[src/hdl/dole_pkg.sv]
`timescale 1ns / 1ps

package dole_pkg;

  // payload types shared by the channels and the core
  typedef logic [7:0]  byte_t;
  typedef logic [31:0] word_t;
  typedef logic [3:0]  kind_t;

  // default sizes of the lease record stores
  localparam int DNS_SLOTS_DEF    = 4;
  localparam int DOMAIN_BYTES_DEF = 32;

  localparam word_t DEFAULT_LEASE_RESET = 32'd86400;

  // option codes
  localparam byte_t OPT_PAD      = 8'd0;
  localparam byte_t OPT_MASK     = 8'd1;
  localparam byte_t OPT_ROUTER   = 8'd3;
  localparam byte_t OPT_DNS      = 8'd6;
  localparam byte_t OPT_DOMAIN   = 8'd15;
  localparam byte_t OPT_LEASE    = 8'd51;
  localparam byte_t OPT_MSG_TYPE = 8'd53;
  localparam byte_t OPT_SERVER   = 8'd54;
  localparam byte_t OPT_RENEW    = 8'd58;
  localparam byte_t OPT_REBIND   = 8'd59;
  localparam byte_t OPT_END      = 8'd255;

  // record kinds
  localparam kind_t KIND_MSG_TYPE  = 4'd0;
  localparam kind_t KIND_MASK      = 4'd1;
  localparam kind_t KIND_ROUTER    = 4'd2;
  localparam kind_t KIND_SERVER    = 4'd3;
  localparam kind_t KIND_LEASE     = 4'd4;
  localparam kind_t KIND_RENEW     = 4'd5;
  localparam kind_t KIND_REBIND    = 4'd6;
  localparam kind_t KIND_DNS_COUNT = 4'd7;
  localparam kind_t KIND_DNS0      = 4'd8;
  localparam kind_t KIND_DOM_LEN   = 4'd12;
  localparam kind_t KIND_DOM_BYTE  = 4'd13;

  // option walk phase
  typedef enum logic [3:0] {
    PH_CODE = 4'b0001,
    PH_LEN  = 4'b0010,
    PH_DATA = 4'b0100,
    PH_DONE = 4'b1000
  } phase_t;

  // block mode: parsing, filling in defaults or emitting the record run
  typedef enum logic [5:0] {
    M_PARSE = 6'b000001,
    M_FIN   = 6'b000010,
    M_FIX   = 6'b000100,
    M_DNS   = 6'b001000,
    M_DLEN  = 6'b010000,
    M_DOM   = 6'b100000
  } mode_t;

endpackage

[src/hdl/dole_channels.sv]
`timescale 1ns / 1ps

// options byte stream
interface dole_opt_if;
  logic            valid;
  logic            ready;
  dole_pkg::byte_t option_byte;
  logic            last_byte;
  modport source (output valid, output option_byte, output last_byte, input ready);
  modport sink (input valid, input option_byte, input last_byte, output ready);
endinterface

// lease record results
interface dole_rec_if;
  logic            valid;
  logic            ready;
  dole_pkg::kind_t record_kind;
  dole_pkg::word_t record_value;
  logic            last_record;
  modport source (output valid, output record_kind, output record_value,
                  output last_record, input ready);
  modport sink (input valid, input record_kind, input record_value,
                input last_record, output ready);
endinterface

// default lease register write
interface dole_cfg_if;
  logic            valid;
  logic            ready;
  dole_pkg::word_t default_lease_seconds;
  modport source (output valid, output default_lease_seconds, input ready);
  modport sink (input valid, input default_lease_seconds, output ready);
endinterface

[src/hdl/dhcp_option_lease_extractor.sv]
`timescale 1ns / 1ps

// dhcp options walker and lease record keeper
// options: one byte of the options field per transaction, last_byte on the final one.
//   bytes are taken one per cycle while the block is parsing.
// cfg: writes the default lease register; always ready, write only while idle.
// records: the record run, one kind/value transaction per entry, last_record on the
//   final one. after the last byte is accepted the defaults step (M_FIN) fills in default
//   times, then the run of 9 + dns_used + domain_length records leaves at one per cycle
//   from the output register while the receiver is ready; M_FIX loads the first record.
// options.ready is low from the last byte until the final record is loaded into the
//   output register, so no bytes of a new block are taken while a run is open;
//   the final record may still wait in the output register while new bytes flow in.
// a stalled receiver holds the output register and the record sequencer in place.
// dns servers and domain name live in two small synchronous memories, each split into
//   an active half (read by the run) and a staging half (written while parsing);
//   committing flips the half (a domain only if it fits), so no copy pass is needed.
// reset: parser back to expecting a code, lease record cleared, default lease 86400.
//   the memories are not cleared; only committed entries are ever read.
module dhcp_option_lease_extractor #(
  parameter int DNS_SLOTS    = dole_pkg::DNS_SLOTS_DEF,
  parameter int DOMAIN_BYTES = dole_pkg::DOMAIN_BYTES_DEF
) (
  input  logic       clk,
  input  logic       rst,
  dole_opt_if.sink   options,
  dole_cfg_if.sink   cfg,
  dole_rec_if.source records
);
  import dole_pkg::*;

  localparam int DNS_AW = (DNS_SLOTS > 1) ? $clog2(DNS_SLOTS) : 1;
  localparam int DNS_CW = $clog2(DNS_SLOTS + 1);
  localparam int DOM_AW = $clog2(DOMAIN_BYTES);
  localparam int IDX_W  = DOM_AW;

  // parser state
  phase_t      phase, phase_next;
  byte_t       cur_code, cur_code_next;
  byte_t       bytes_left, bytes_left_next;
  byte_t       data_index, data_index_next;
  word_t       acc, acc_next;
  word_t       head_word, head_next;
  byte_t       first_data, first_next;

  // lease record
  byte_t       message_type;
  logic        type_seen;
  word_t       net_mask, router_addr, server_addr;
  word_t       lease, renew, rebind;
  logic [DNS_CW-1:0] dns_used;
  logic        dns_bank;
  logic [DOM_AW-1:0] domain_length;
  logic        dom_bank;
  word_t       default_lease;

  // memories: two halves each, active half picked by the bank bit
  word_t dns_mem [2**(DNS_AW+1)];
  byte_t dom_mem [2**(DOM_AW+1)];
  word_t dns_rd;
  byte_t dom_rd;
  logic  dns_we, dom_we;

  // commit of a finished option
  logic  commit;
  byte_t commit_len;
  logic [DNS_CW-1:0] dns_cnt;

  // run sequencer and output register
  mode_t      mode, mode_next;
  logic [IDX_W-1:0] idx, idx_next;
  logic       load;
  kind_t      item_kind;
  word_t      item_value;
  logic       item_last;
  logic       rec_valid;
  kind_t      rec_kind;
  word_t      rec_value;
  logic       rec_last;

  // default times
  word_t       lease_eff;
  logic [34:0] lease_x7;

  logic in_acc;

  assign options.ready = (mode == M_PARSE);
  assign in_acc        = options.valid & options.ready;
  assign cfg.ready     = 1'b1;

  // byte walk
  always_comb begin
    phase_next      = phase;
    cur_code_next   = cur_code;
    bytes_left_next = bytes_left;
    data_index_next = data_index;
    acc_next        = acc;
    head_next       = head_word;
    first_next      = first_data;
    commit          = 1'b0;
    commit_len      = data_index;
    dns_we          = 1'b0;
    dom_we          = 1'b0;
    if (in_acc) begin
      case (phase)
        PH_CODE: begin
          if (options.option_byte == OPT_END) begin
            phase_next = PH_DONE;
          end else if (options.option_byte != OPT_PAD) begin
            cur_code_next = options.option_byte;
            phase_next    = PH_LEN;
          end
        end
        PH_LEN: begin
          bytes_left_next = options.option_byte;
          data_index_next = '0;
          acc_next        = '0;
          head_next       = '0;
          first_next      = '0;
          if (options.option_byte == 8'd0) begin
            commit     = 1'b1;
            commit_len = '0;
            phase_next = PH_CODE;
          end else begin
            phase_next = PH_DATA;
          end
        end
        PH_DATA: begin
          if (data_index == 8'd0) first_next = options.option_byte;
          acc_next = {acc[23:0], options.option_byte};
          if (data_index == 8'd3) head_next = acc_next;
          // staging halves only matter for their own option
          dns_we = (cur_code == OPT_DNS) && (data_index[1:0] == 2'b11)
                   && ({2'b00, data_index[7:2]} < 8'(DNS_SLOTS));
          dom_we = (cur_code == OPT_DOMAIN) && ({1'b0, data_index} < 9'(DOMAIN_BYTES));
          if (data_index != 8'hff) data_index_next = data_index + 8'd1;
          bytes_left_next = bytes_left - 8'd1;
          if (bytes_left_next == 8'd0) begin
            commit     = 1'b1;
            commit_len = data_index_next;
            phase_next = PH_CODE;
          end
        end
        PH_DONE: begin
        end
        default: phase_next = PH_CODE;
      endcase
      // end of block: walk restarts, unfinished option is dropped
      if (options.last_byte) begin
        phase_next      = PH_CODE;
        bytes_left_next = '0;
        data_index_next = '0;
        acc_next        = '0;
      end
    end
  end

  assign dns_cnt = ({2'b00, commit_len[7:2]} > 8'(DNS_SLOTS)) ? DNS_CW'(DNS_SLOTS)
                                                               : DNS_CW'(commit_len[7:2]);

  // defaults filled in the cycle after the last byte
  assign lease_eff = (lease == '0) ? default_lease : lease;
  assign lease_x7  = {lease_eff, 3'b000} - {3'b000, lease_eff};

  // record run sequencer
  assign load = (mode inside {M_FIX, M_DNS, M_DLEN, M_DOM}) && (!rec_valid || records.ready);

  always_comb begin
    mode_next  = mode;
    idx_next   = idx;
    item_kind  = KIND_MSG_TYPE;
    item_value = '0;
    item_last  = 1'b0;
    case (mode)
      M_PARSE: begin
        if (in_acc && options.last_byte) mode_next = M_FIN;
      end
      M_FIN: begin
        mode_next = M_FIX;
        idx_next  = '0;
      end
      M_FIX: begin
        case (idx[2:0])
          3'd0: begin item_kind = KIND_MSG_TYPE;  item_value = {24'd0, message_type}; end
          3'd1: begin item_kind = KIND_MASK;      item_value = net_mask; end
          3'd2: begin item_kind = KIND_ROUTER;    item_value = router_addr; end
          3'd3: begin item_kind = KIND_SERVER;    item_value = server_addr; end
          3'd4: begin item_kind = KIND_LEASE;     item_value = lease; end
          3'd5: begin item_kind = KIND_RENEW;     item_value = renew; end
          3'd6: begin item_kind = KIND_REBIND;    item_value = rebind; end
          default: begin
            item_kind  = KIND_DNS_COUNT;
            item_value = 32'(dns_used);
          end
        endcase
        if (load) begin
          if (idx[2:0] == 3'd7) begin
            idx_next  = '0;
            mode_next = (dns_used != '0) ? M_DNS : M_DLEN;
          end else begin
            idx_next = idx + 1'b1;
          end
        end
      end
      M_DNS: begin
        item_kind  = kind_t'(KIND_DNS0 + idx);
        item_value = dns_rd;
        if (load) begin
          if (((IDX_W+1)'(idx) + 1'b1) < (IDX_W+1)'(dns_used)) begin
            idx_next = idx + 1'b1;
          end else begin
            idx_next  = '0;
            mode_next = M_DLEN;
          end
        end
      end
      M_DLEN: begin
        item_kind  = KIND_DOM_LEN;
        item_value = 32'(domain_length);
        item_last  = (domain_length == '0);
        if (load) begin
          idx_next  = '0;
          mode_next = (domain_length != '0) ? M_DOM : M_PARSE;
        end
      end
      M_DOM: begin
        item_kind  = KIND_DOM_BYTE;
        item_value = {24'd0, dom_rd};
        item_last  = (IDX_W'(idx + 1'b1) == domain_length);
        if (load) begin
          if (item_last) begin
            mode_next = M_PARSE;
          end else begin
            idx_next = idx + 1'b1;
          end
        end
      end
      default: mode_next = M_PARSE;
    endcase
  end

  // memories: write from the parser, read addressed by the next sequencer index
  always_ff @(posedge clk) begin
    if (dns_we) dns_mem[{~dns_bank, data_index[DNS_AW+1:2]}] <= acc_next;
    dns_rd <= dns_mem[{dns_bank, idx_next[DNS_AW-1:0]}];
  end

  always_ff @(posedge clk) begin
    if (dom_we) dom_mem[{~dom_bank, data_index[DOM_AW-1:0]}] <= options.option_byte;
    dom_rd <= dom_mem[{dom_bank, idx_next[DOM_AW-1:0]}];
  end

  // parser registers
  always_ff @(posedge clk) begin
    if (rst) begin
      phase      <= PH_CODE;
      cur_code   <= '0;
      bytes_left <= '0;
      data_index <= '0;
      acc        <= '0;
      head_word  <= '0;
      first_data <= '0;
    end else begin
      phase      <= phase_next;
      cur_code   <= cur_code_next;
      bytes_left <= bytes_left_next;
      data_index <= data_index_next;
      acc        <= acc_next;
      head_word  <= head_next;
      first_data <= first_next;
    end
  end

  // lease record: option commits while parsing, defaults after the last byte
  always_ff @(posedge clk) begin
    if (rst) begin
      message_type  <= '0;
      type_seen     <= 1'b0;
      net_mask      <= '0;
      router_addr   <= '0;
      server_addr   <= '0;
      lease         <= '0;
      renew         <= '0;
      rebind        <= '0;
      dns_used      <= '0;
      dns_bank      <= 1'b0;
      domain_length <= '0;
      dom_bank      <= 1'b0;
    end else begin
      if (commit) begin
        case (cur_code)
          OPT_MSG_TYPE: begin
            if (!type_seen) begin
              type_seen    <= 1'b1;
              message_type <= (commit_len != 8'd0) ? first_next : 8'd0;
            end
          end
          OPT_MASK:   if (commit_len == 8'd4) net_mask <= head_next;
          OPT_ROUTER: if (commit_len >= 8'd4) router_addr <= head_next;
          OPT_SERVER: if (commit_len == 8'd4) server_addr <= head_next;
          OPT_LEASE:  if (commit_len == 8'd4) lease <= head_next;
          OPT_RENEW:  if (commit_len == 8'd4) renew <= head_next;
          OPT_REBIND: if (commit_len == 8'd4) rebind <= head_next;
          OPT_DNS: begin
            dns_used <= dns_cnt;
            dns_bank <= ~dns_bank;
          end
          OPT_DOMAIN: begin
            if ({1'b0, commit_len} < 9'(DOMAIN_BYTES)) begin
              domain_length <= DOM_AW'(commit_len);
              dom_bank      <= ~dom_bank;
            end
          end
          default: begin
          end
        endcase
      end
      if (mode == M_FIN) begin
        lease <= lease_eff;
        if (renew == '0) renew <= {1'b0, lease_eff[31:1]};
        if (rebind == '0) rebind <= lease_x7[34:3];
      end
      // message type belongs to one block only
      if (load && item_last) begin
        message_type <= '0;
        type_seen    <= 1'b0;
      end
    end
  end

  // default lease register
  always_ff @(posedge clk) begin
    if (rst) begin
      default_lease <= DEFAULT_LEASE_RESET;
    end else if (cfg.valid && cfg.ready) begin
      default_lease <= cfg.default_lease_seconds;
    end
  end

  // sequencer and output register
  always_ff @(posedge clk) begin
    if (rst) begin
      mode      <= M_PARSE;
      idx       <= '0;
      rec_valid <= 1'b0;
    end else begin
      mode <= mode_next;
      idx  <= idx_next;
      if (load) begin
        rec_valid <= 1'b1;
      end else if (records.ready) begin
        rec_valid <= 1'b0;
      end
    end
  end

  always_ff @(posedge clk) begin
    if (load) begin
      rec_kind  <= item_kind;
      rec_value <= item_value;
      rec_last  <= item_last;
    end
  end

  assign records.valid        = rec_valid;
  assign records.record_kind  = rec_kind;
  assign records.record_value = rec_value;
  assign records.last_record  = rec_last;

  // a last byte always opens the run with the defaults cycle
  a_last_to_fin: assert property (@(posedge clk) disable iff (rst)
    (in_acc && options.last_byte) |=> (mode == M_FIN))
    else $error("last byte did not start the record run");

  a_fin_once: assert property (@(posedge clk) disable iff (rst)
    (mode == M_FIN) |=> (mode == M_FIX))
    else $error("defaults cycle not followed by the fixed records");

  a_last_kind: assert property (@(posedge clk) disable iff (rst)
    (rec_valid && rec_last) |-> (rec_kind == KIND_DOM_LEN || rec_kind == KIND_DOM_BYTE))
    else $error("run closed on a record that cannot be final");

  a_dns_bound: assert property (@(posedge clk) disable iff (rst)
    (32'(dns_used) <= 32'(DNS_SLOTS)))
    else $error("dns count exceeds the slots");

  a_no_input_in_run: assert property (@(posedge clk) disable iff (rst)
    (load && !item_last) |=> !options.ready)
    else $error("input accepted while the record run is open");

endmodule
[src/flat_wrapper.sv]
// flat-port wrapper written by rule: the top's interface ports become plain ports
module dhcp_option_lease_extractor_flat import dole_pkg::*;
#(
  parameter int DNS_SLOTS    = dole_pkg::DNS_SLOTS_DEF,
  parameter int DOMAIN_BYTES = dole_pkg::DOMAIN_BYTES_DEF
)
  (clk, rst, options_valid, options_option_byte, options_last_byte, options_ready, cfg_valid, cfg_default_lease_seconds, cfg_ready, records_valid, records_record_kind, records_record_value, records_last_record, records_ready);
  dole_opt_if options_i ();
  dole_cfg_if cfg_i ();
  dole_rec_if records_i ();
  input  logic clk;
  input  logic rst;
  input wire logic [$bits(options_i.valid)-1:0] options_valid;
  input wire logic [$bits(options_i.option_byte)-1:0] options_option_byte;
  input wire logic [$bits(options_i.last_byte)-1:0] options_last_byte;
  output wire logic [$bits(options_i.ready)-1:0] options_ready;
  input wire logic [$bits(cfg_i.valid)-1:0] cfg_valid;
  input wire logic [$bits(cfg_i.default_lease_seconds)-1:0] cfg_default_lease_seconds;
  output wire logic [$bits(cfg_i.ready)-1:0] cfg_ready;
  output wire logic [$bits(records_i.valid)-1:0] records_valid;
  output wire logic [$bits(records_i.record_kind)-1:0] records_record_kind;
  output wire logic [$bits(records_i.record_value)-1:0] records_record_value;
  output wire logic [$bits(records_i.last_record)-1:0] records_last_record;
  input wire logic [$bits(records_i.ready)-1:0] records_ready;
  assign options_i.valid = options_valid;
  assign options_i.option_byte = options_option_byte;
  assign options_i.last_byte = options_last_byte;
  assign options_ready = options_i.ready;
  assign cfg_i.valid = cfg_valid;
  assign cfg_i.default_lease_seconds = cfg_default_lease_seconds;
  assign cfg_ready = cfg_i.ready;
  assign records_valid = records_i.valid;
  assign records_record_kind = records_i.record_kind;
  assign records_record_value = records_i.record_value;
  assign records_last_record = records_i.last_record;
  assign records_i.ready = records_ready;
  dhcp_option_lease_extractor #(.DNS_SLOTS(DNS_SLOTS), .DOMAIN_BYTES(DOMAIN_BYTES)) u_core (.clk(clk), .rst(rst), .options(options_i), .cfg(cfg_i), .records(records_i));
endmodule
[config.mk]
export PLATFORM = sky130hd
export DESIGN_NAME = dhcp_option_lease_extractor_flat
export DESIGN_NICKNAME = d
export VERILOG_FILES = /design/src/hdl/dole_pkg.sv /design/src/hdl/dole_channels.sv /design/src/hdl/dhcp_option_lease_extractor.sv /design/src/flat_wrapper.sv
export SDC_FILE = /design/constraint.sdc
export NUM_CORES = 2
export LEC_CHECK = 0
export ABC_AREA = 1
export ABC_CLOCK_PERIOD_IN_PS = 8100
export BUFFER_PORTS_ARGS = -buffer_cell sky130_fd_sc_hd__buf_4
export CAP_MARGIN = 10
export CORE_UTILIZATION = 50
export DETAILED_ROUTE_END_ITERATION = 12
export PLACE_DENSITY = 0.66
export RECOVER_POWER = 50
export REMOVE_ABC_BUFFERS = 1
export SLEW_MARGIN = 20
export SYNTH_ARGS = -nofsm -noshare
export SYNTH_HDL_FRONTEND = slang
export SYNTH_SLANG_ARGS = --single-unit
[constraint.sdc]
create_clock -name clk -period 8.1 [get_ports clk]
set_input_delay 0.405 -clock clk [delete_from_list [all_inputs] [get_ports clk]]
set_output_delay 0.405 -clock clk [all_outputs]
set_load 0.05 [all_outputs]
* Word level (Yosys, flattened, before mapping)
Memories as Yosys holds them, arrays and structs flattened. A register that Yosys moved wholly into a read port is not among the register bits.
Cells that the tools add are included.
** Cells by class
- Add/subtract/negate cells :: 6
- Bitwise logic cells :: 5
- Muxes and demuxes :: 79
- Reduce and logical (&&, ||, !) cells :: 39
- Magnitude comparators :: 6
- Equal/unequal tests :: 43
** Operator list (number)
- $mux 32 :: 19
- $pmux 32 s7 :: 1
- $pmux 32 s2 :: 2
- $pmux 32 s4 :: 1
- $logic_not 32->1 :: 3
- $mux 8 :: 9
- $pmux 8 s2 :: 4
- $mux 6 :: 9
- $eq 8x6->1 const B :: 5
- $mux 5 :: 8
- $pmux 6 s6 :: 1
- $sub 35x32->35 :: 1
- $pmux 4 s4 :: 2
- $pmux 5 s5 :: 1
- $logic_not 8->1 :: 3
- $pmux 3 s7 :: 1
- $reduce_and 3->1 :: 6
- $eq 8x2->1 const B :: 2
- $eq 8x3->1 const B :: 2
- $lt 8x6->1 const B :: 2
- $mux 4 :: 4
- $reduce_bool 8->1 :: 2
- $mux 1 :: 13
- $eq 3x3->1 const B :: 4
- 48 further kinds :: 73
** Storage, ports and cells
- Register bits after elaboration :: 392
- Input bits :: 46
- Output and inout bits :: 40
- Word-level logic and storage cells :: 206
- Bits in writable memories :: 768
- Memories :: 2
** Memories
- u_core.dom_mem :: depth 64, width 8, read ports 1, clocked after Yosys merged registers in 1, write ports 1, RTL line dhcp_option_lease_extractor.sv:59 : byte_t dom_mem [2**(DOM_AW+1)];
- u_core.dns_mem :: depth 8, width 32, read ports 1, clocked after Yosys merged registers in 1, write ports 1, RTL line dhcp_option_lease_extractor.sv:58 : word_t dns_mem [2**(DNS_AW+1)];

* Logic depth before layout (Yosys ltp)
- Word-level depth :: 11
- Gate-level depth with buffers :: 24
- Gate-level depth less buffers :: 22

* Worst setup path before layout
OpenSTA, ideal clock, no wires.
- Path kind :: register to register
- Start :: reg u_core.mode[0]
- End :: mem u_core.dns_mem[5][0] (netlist name) (enable)
- Arrival time :: 3.926 ns
- Slack :: 3.713 ns
- Library setup time :: 0.461 ns
- Data required time :: 7.639 ns
- Stages on the path, launching flop included :: 11
- Path through :: dfxtp_1 inv_2 nor3_2 nand3_2 nor2_2 buf_4 inv_2 clkbuf_1 nor2_1 nand2_1 nor3_1
** On the way
- Word-level cells in the longest chain between the ends :: 5
** Ends and longest elaborated chain
- start: declaration :: RTL line dhcp_option_lease_extractor.sv:70 : mode_t mode, mode_next;
- start signal: assignment :: RTL line dhcp_option_lease_extractor.sv:347 : mode <= mode_next;
- $eq 6x1->1 :: RTL line dhcp_option_lease_extractor.sv:87 : assign options.ready = (mode == M_PARSE);
- $and 1x1->1 :: RTL line dhcp_option_lease_extractor.sv:88 : assign in_acc = options.valid & options.ready;
- $mux 1 :: RTL line dhcp_option_lease_extractor.sv:104 : if (in_acc) begin
- $mux 1 :: RTL line dhcp_option_lease_extractor.sv:244 : if (dns_we) dns_mem[{~dns_bank, data_index[DNS_AW+1:2]}] <= acc_next;
- $mux 1 (not written as such) :: RTL line dhcp_option_lease_extractor.sv:244
- end: declaration :: RTL line dhcp_option_lease_extractor.sv:58
No other way between the ends.

* Worst setup path in the final report
- Start :: in options_option_byte[4]
- End :: reg u_core.router_addr[15]
** On the way
- Word-level cells in the longest chain between the ends :: 6
- Elaborated cells on any way between the ends :: 9
** Ends and longest elaborated chain
- start: declaration :: RTL line flat_wrapper.sv:14 : input wire logic [$bits(options_i.option_byte)-1:0] options_option_byte;
- $logic_not 8->1 * :: RTL line dhcp_option_lease_extractor.sv:120 : if (options.option_byte == 8'd0) begin
- $mux 8 :: RTL line dhcp_option_lease_extractor.sv:120
- $pmux 8 s2 :: RTL line dhcp_option_lease_extractor.sv:105 : case (phase)
- $mux 8 :: RTL line dhcp_option_lease_extractor.sv:104
- $ge 8x3->1 :: RTL line dhcp_option_lease_extractor.sv:299 : OPT_ROUTER: if (commit_len >= 8'd4) router_addr <= head_next;
- $reduce_and 3->1 (no line) *
- end signal: assignment :: RTL line dhcp_option_lease_extractor.sv:299
- end: declaration :: RTL line dhcp_option_lease_extractor.sv:49 : word_t net_mask, router_addr, server_addr;
Every way passes the cells marked *; elsewhere a longest branch is shown, timed or not.
A chain may end at the register's enable or synchronous reset.

==> flow_summary.toml <==
[power_and_ir_drop]
p_leak_nw = 23.1
clock_power_share_pct = 38.8
p_per_area_mw_per_mm2 = 252
p_seq_share_pct = 43.5
switching_share_pct = 29.7
internal_power_w = 0.0109
switchingPower_w = 0.00460
p_comb_share_pct = 17.7
irDropWorstVdd_v = 0.000190

[critical_path]
critPathBufInv = 7
cp-start-kind = "input pin"
cp-end-kind = "flip-flop"
path_delay_family = "buffers and inverters"
path_depth = 17
criticalPathCategory = "input pin to flip-flop"
cpPeakStageDelay_ps = 2730
cpMaxStageDelayCell = "clkbuf_1"
crit_chain = "clkbuf_1 -> inv_1 -> nand4_1 -> nor2_1 -> inv_1 -> nor2_1 -> inv_1 -> nor2_1 -> nor2_1 -> inv_1 -> nand2_1 -> nor2_1 -> inv_1 -> nor2_2 -> inv_2 -> o21ai_0 -> a21oi_1"
worstPathRequired_ps = 8770
arrival_ps = 7340
cp_max_fo = 67
rr_worst_depth = 13

[job]
drv_cap = 18

[timing]
setup_viol = 0
tightest_slew_ps = 5070
postLayoutSetupSlackWorst_ps = 1430
skew_ps = 38.9
rsz0062_at_grt = "false"
hold_viol = 0
report.final.slew_viol_count = 964
fmax_mhz = 150
min_period_ps = 6670
fin_crit_sh_pct = 82.4
relSlewSlack_pct = -238

[yosys]
synth_top_family_by_area = "simple AND/OR/NAND/NOR gates"
yosys.area_share.adder_pct = 0.926
ys_seq_area_share_pct = 57.9
synth-edff-count = 805
netlist_area_mm2 = 0.0554
synthXorXnorAreaFrac_pct = 0.206
synthSimpleGateAreaFrac_pct = 20.5
ys_seq_elements = 1200
synth_warnings = 0
ys_types = 64
synth-main-ff-cell = "edfxtp_1"
synth_compound_area_share_pct = 12.0
async_flop_share_pct = 0
synth_mux_area_share_pct = 0
synth_area_per_cell_um2 = 9.06
syn-instance-count = 6117

[final_layout]
stdcell_count = 7665
drive_above_1_share_pct = 5.79
layout-area-overhead-vs-synth_pct = 10.8
final_nets = 6168

[min_path]
hp-class = "input pin to flip-flop"
hold_depth = 3

[clock_tree]
htreeDepth = 4
cts-buffers-inserted = 132
cts_sinks = 1200
cts_buffer_depth = 3
clock_latency_ps = 760
clkTransAtPathRegs_ps = 60
cts-root-buf = "clkbuf_16"
post-cts-setup-buffers = 0
cts_tree = "yes"

[detailed_routing]
drt-total-wl_mm = 174
first_pass_iters = 6
ant_nets = 0
drcViolationCount = 0
wl_per_cell_um = 22.7
drt_iter0_markers = 6191
vias = 45200
via_per_inst = 5.89

[floorplanning]
ios = 86
coreArea_mm2 = 0.109
start_util_pct = 50.7
die-width_um = 335
fp.dieArea_mm2 = 0.112
num_rows = 121
die_h_um = 335

[global_routing]
grt_pass1_wl_mm = 257
grt_pass1_vias = 41300
antenna_found_initial = 6
gr-usage-all-layers_pct = 30.4
grt_max_degree = 144
globalRouteOverflowTotal = 0

[placement]
dp_slack_ps = 2770
gp_congestion = 0.957
dp.cells = 7387
port-buffer-count = 84
hpwl_mm = 109

[run_status]
failed_checks = "max-capacitance violations, max-slew violations"
outcome = "finished with violations"
-- stage by stage --
| stage | TNS (ps) | total power, W | hold slack [ps] | area [um2] | utilization [%] |
|---|---|---|---|---|---|
| finish | 0 | 0.0155 | 140 | 61400 | 56.1 |
| global route | 0 | 0.0160 | 148 | 61400 | 56.1 |
| CTS | 0 | 0.0155 | 33.9 | 61600 | 56.3 |
| detailed placement | 0 | 0.00951 | 442 | 56900 | 52.1 |
| global placement | 0 | 0.00951 | 439 | 56900 | 52.1 |
| floorplan | -189770 | 0.00861 | 427 | 53800 | - |
-- cells in the mapped netlist (11+ instances only) --
library cell	instances	share of area, %
a31oi_1	48	0.54
nor3_1	46	0.42
o21ai_0	481	4.3
nand4_1	45	0.51
and2_1	16	0.18
clkbuf_1	197	1.3
xor2_1	12	0.19
a21oi_1	287	2.6
nand2_2	11	0.12
nand3_1	608	5.5
inv_2	23	0.16
dfxtp_1	395	14
buf_2	111	1.0
o221ai_1	12	0.19
buf_4	18	0.24
a221oi_1	22	0.35
edfxtp_1	805	44
o22ai_1	97	1.1
nand3b_1	210	2.8
nor4_1	12	0.14
a211oi_1	15	0.20
o21ai_1	144	1.3
nand2_1	956	6.5
o21bai_1	33	0.45
inv_1	781	5.3
a22o_1	11	0.17
ha_1	41	0.93
nor2_1	554	3.8
buf_1	25	0.17
nor2_2	13	0.15
-- flip-flops by register name (all words and copies together), names as in the netlist, 32 cells and up --
name / cells
u_core.acc: 32
u_core.default_lease: 32
u_core.dns_mem: 256
u_core.dns_rd: 32
u_core.dom_mem: 512
u_core.head_word: 32
u_core.lease: 32
u_core.net_mask: 32
u_core.rebind: 32
u_core.records.record_value: 32
u_core.renew: 32
u_core.router_addr: 32
u_core.server_addr: 32
-- worst paths after layout --
kind                                            start                                     to  slack, ps
setup / recovery               options_option_byte[4]    u_core.router_addr[15]$_SDFFE_PP0P_       1430
hold reg to reg   u_core.router_addr[11]$_SDFFE_PP0P_    u_core.router_addr[11]$_SDFFE_PP0P_        450
setup reg to reg          u_core.mode[3]$_SDFFE_PP0P_        u_core.net_mask[6]$_SDFFE_PP0P_       1670
hold / removal                              cfg_valid  u_core.default_lease[12]$_SDFFE_PP1P_        140
-- what timing repair did --
item,CTS,global route
endpoints found under the hold margin,37,0
hold buffers,35,0
gates resized for setup,0,0
-- power by group through the flow --
stage	clock network, W	logic (W)	registers [W]
2_1_floorplan	0	0.00172	0.00689
3_3_place_gp	0	0.00267	0.00684
3_5_place_dp	0	0.00267	0.00684
4_1_cts	0.00605	0.00271	0.00671
5_1_grt	0.00629	0.00299	0.00672
6_report	0.00600	0.00274	0.00672
-- final cells by class --
class,instances,area (um2)
inverters,812,3060
fillers,9856,47900
multi-input cells,3748,18800
clock buffers,176,3650
flip-flops and latches,1200,32100
clock inverters,63,629
well taps,1476,1850
diodes,3,7.51
repair buffers,187,1310
-- kinds of logic (layout without fill, tap and decap cells) --
family / after synthesis / after routing
compound gates: 1201 / 1201
xor+xnor: 13 / 13
fa+ha+maj: 41 / 41
buf+inv: 1169 / 1238
flops: 1200 / 1200
other cells: 1 / 4
simple gates: 2492 / 2492
-- layer usage --
metal	vias up	GRT usage, %	share of wire [%]
met5	-	0	0.030
met4	8	8.82	2.5
met3	293	7.03	11
met2	2354	44.7	43
met1	21800	44.5	43
li1	20700	-	-
-- cell usage in the layout (no fill, tap or decap), drive strengths merged, types with 2 or more instances in the layout --
| master | netlist | layout |
|---|---|---|
| a2111oi | 7 | 7 |
| a211oi | 15 | 15 |
| a21boi | 3 | 3 |
| a21o | 2 | 2 |
| a21oi | 288 | 288 |
| a221o | 7 | 7 |
| a221oi | 22 | 22 |
| a22o | 11 | 11 |
| a31oi | 48 | 48 |
| and2 | 16 | 16 |
| and3 | 3 | 3 |
| buf | 159 | 91 |
| bufinv | 0 | 10 |
| clkbuf | 198 | 237 |
| clkinv | 8 | 53 |
| dfxtp | 395 | 395 |
| diode | 0 | 3 |
| dlygate4sd3 | 0 | 35 |
| edfxtp | 805 | 805 |
| ha | 41 | 41 |
| inv | 804 | 811 |
| nand2 | 967 | 967 |
| nand3 | 612 | 612 |
| nand3b | 210 | 210 |
| nand4 | 48 | 48 |
| nor2 | 573 | 573 |
| nor3 | 49 | 49 |
| nor4 | 14 | 14 |
| o2111ai | 9 | 9 |
| o211ai | 7 | 7 |
| o21a | 2 | 2 |
| o21ai | 626 | 626 |
| o21bai | 33 | 33 |
| o221ai | 12 | 12 |
| o22ai | 98 | 98 |
| o31ai | 5 | 5 |
| xor2 | 12 | 12 |
-- worst reg2reg max path, stage by stage (launching register included) --
cell      delay [ps]
dfxtp_1          330
inv_1             90
nand2_1           60
nor3_1           200
nand3_1          500
nor2_1          1320
inv_1            820
a21oi_1          310
clkbuf_1        1190
o22ai_1          610
inv_1            280
nor2_1           150
o21ai_0          360
inv_1             60
Note: power is estimated with default switching activity, not from simulation.
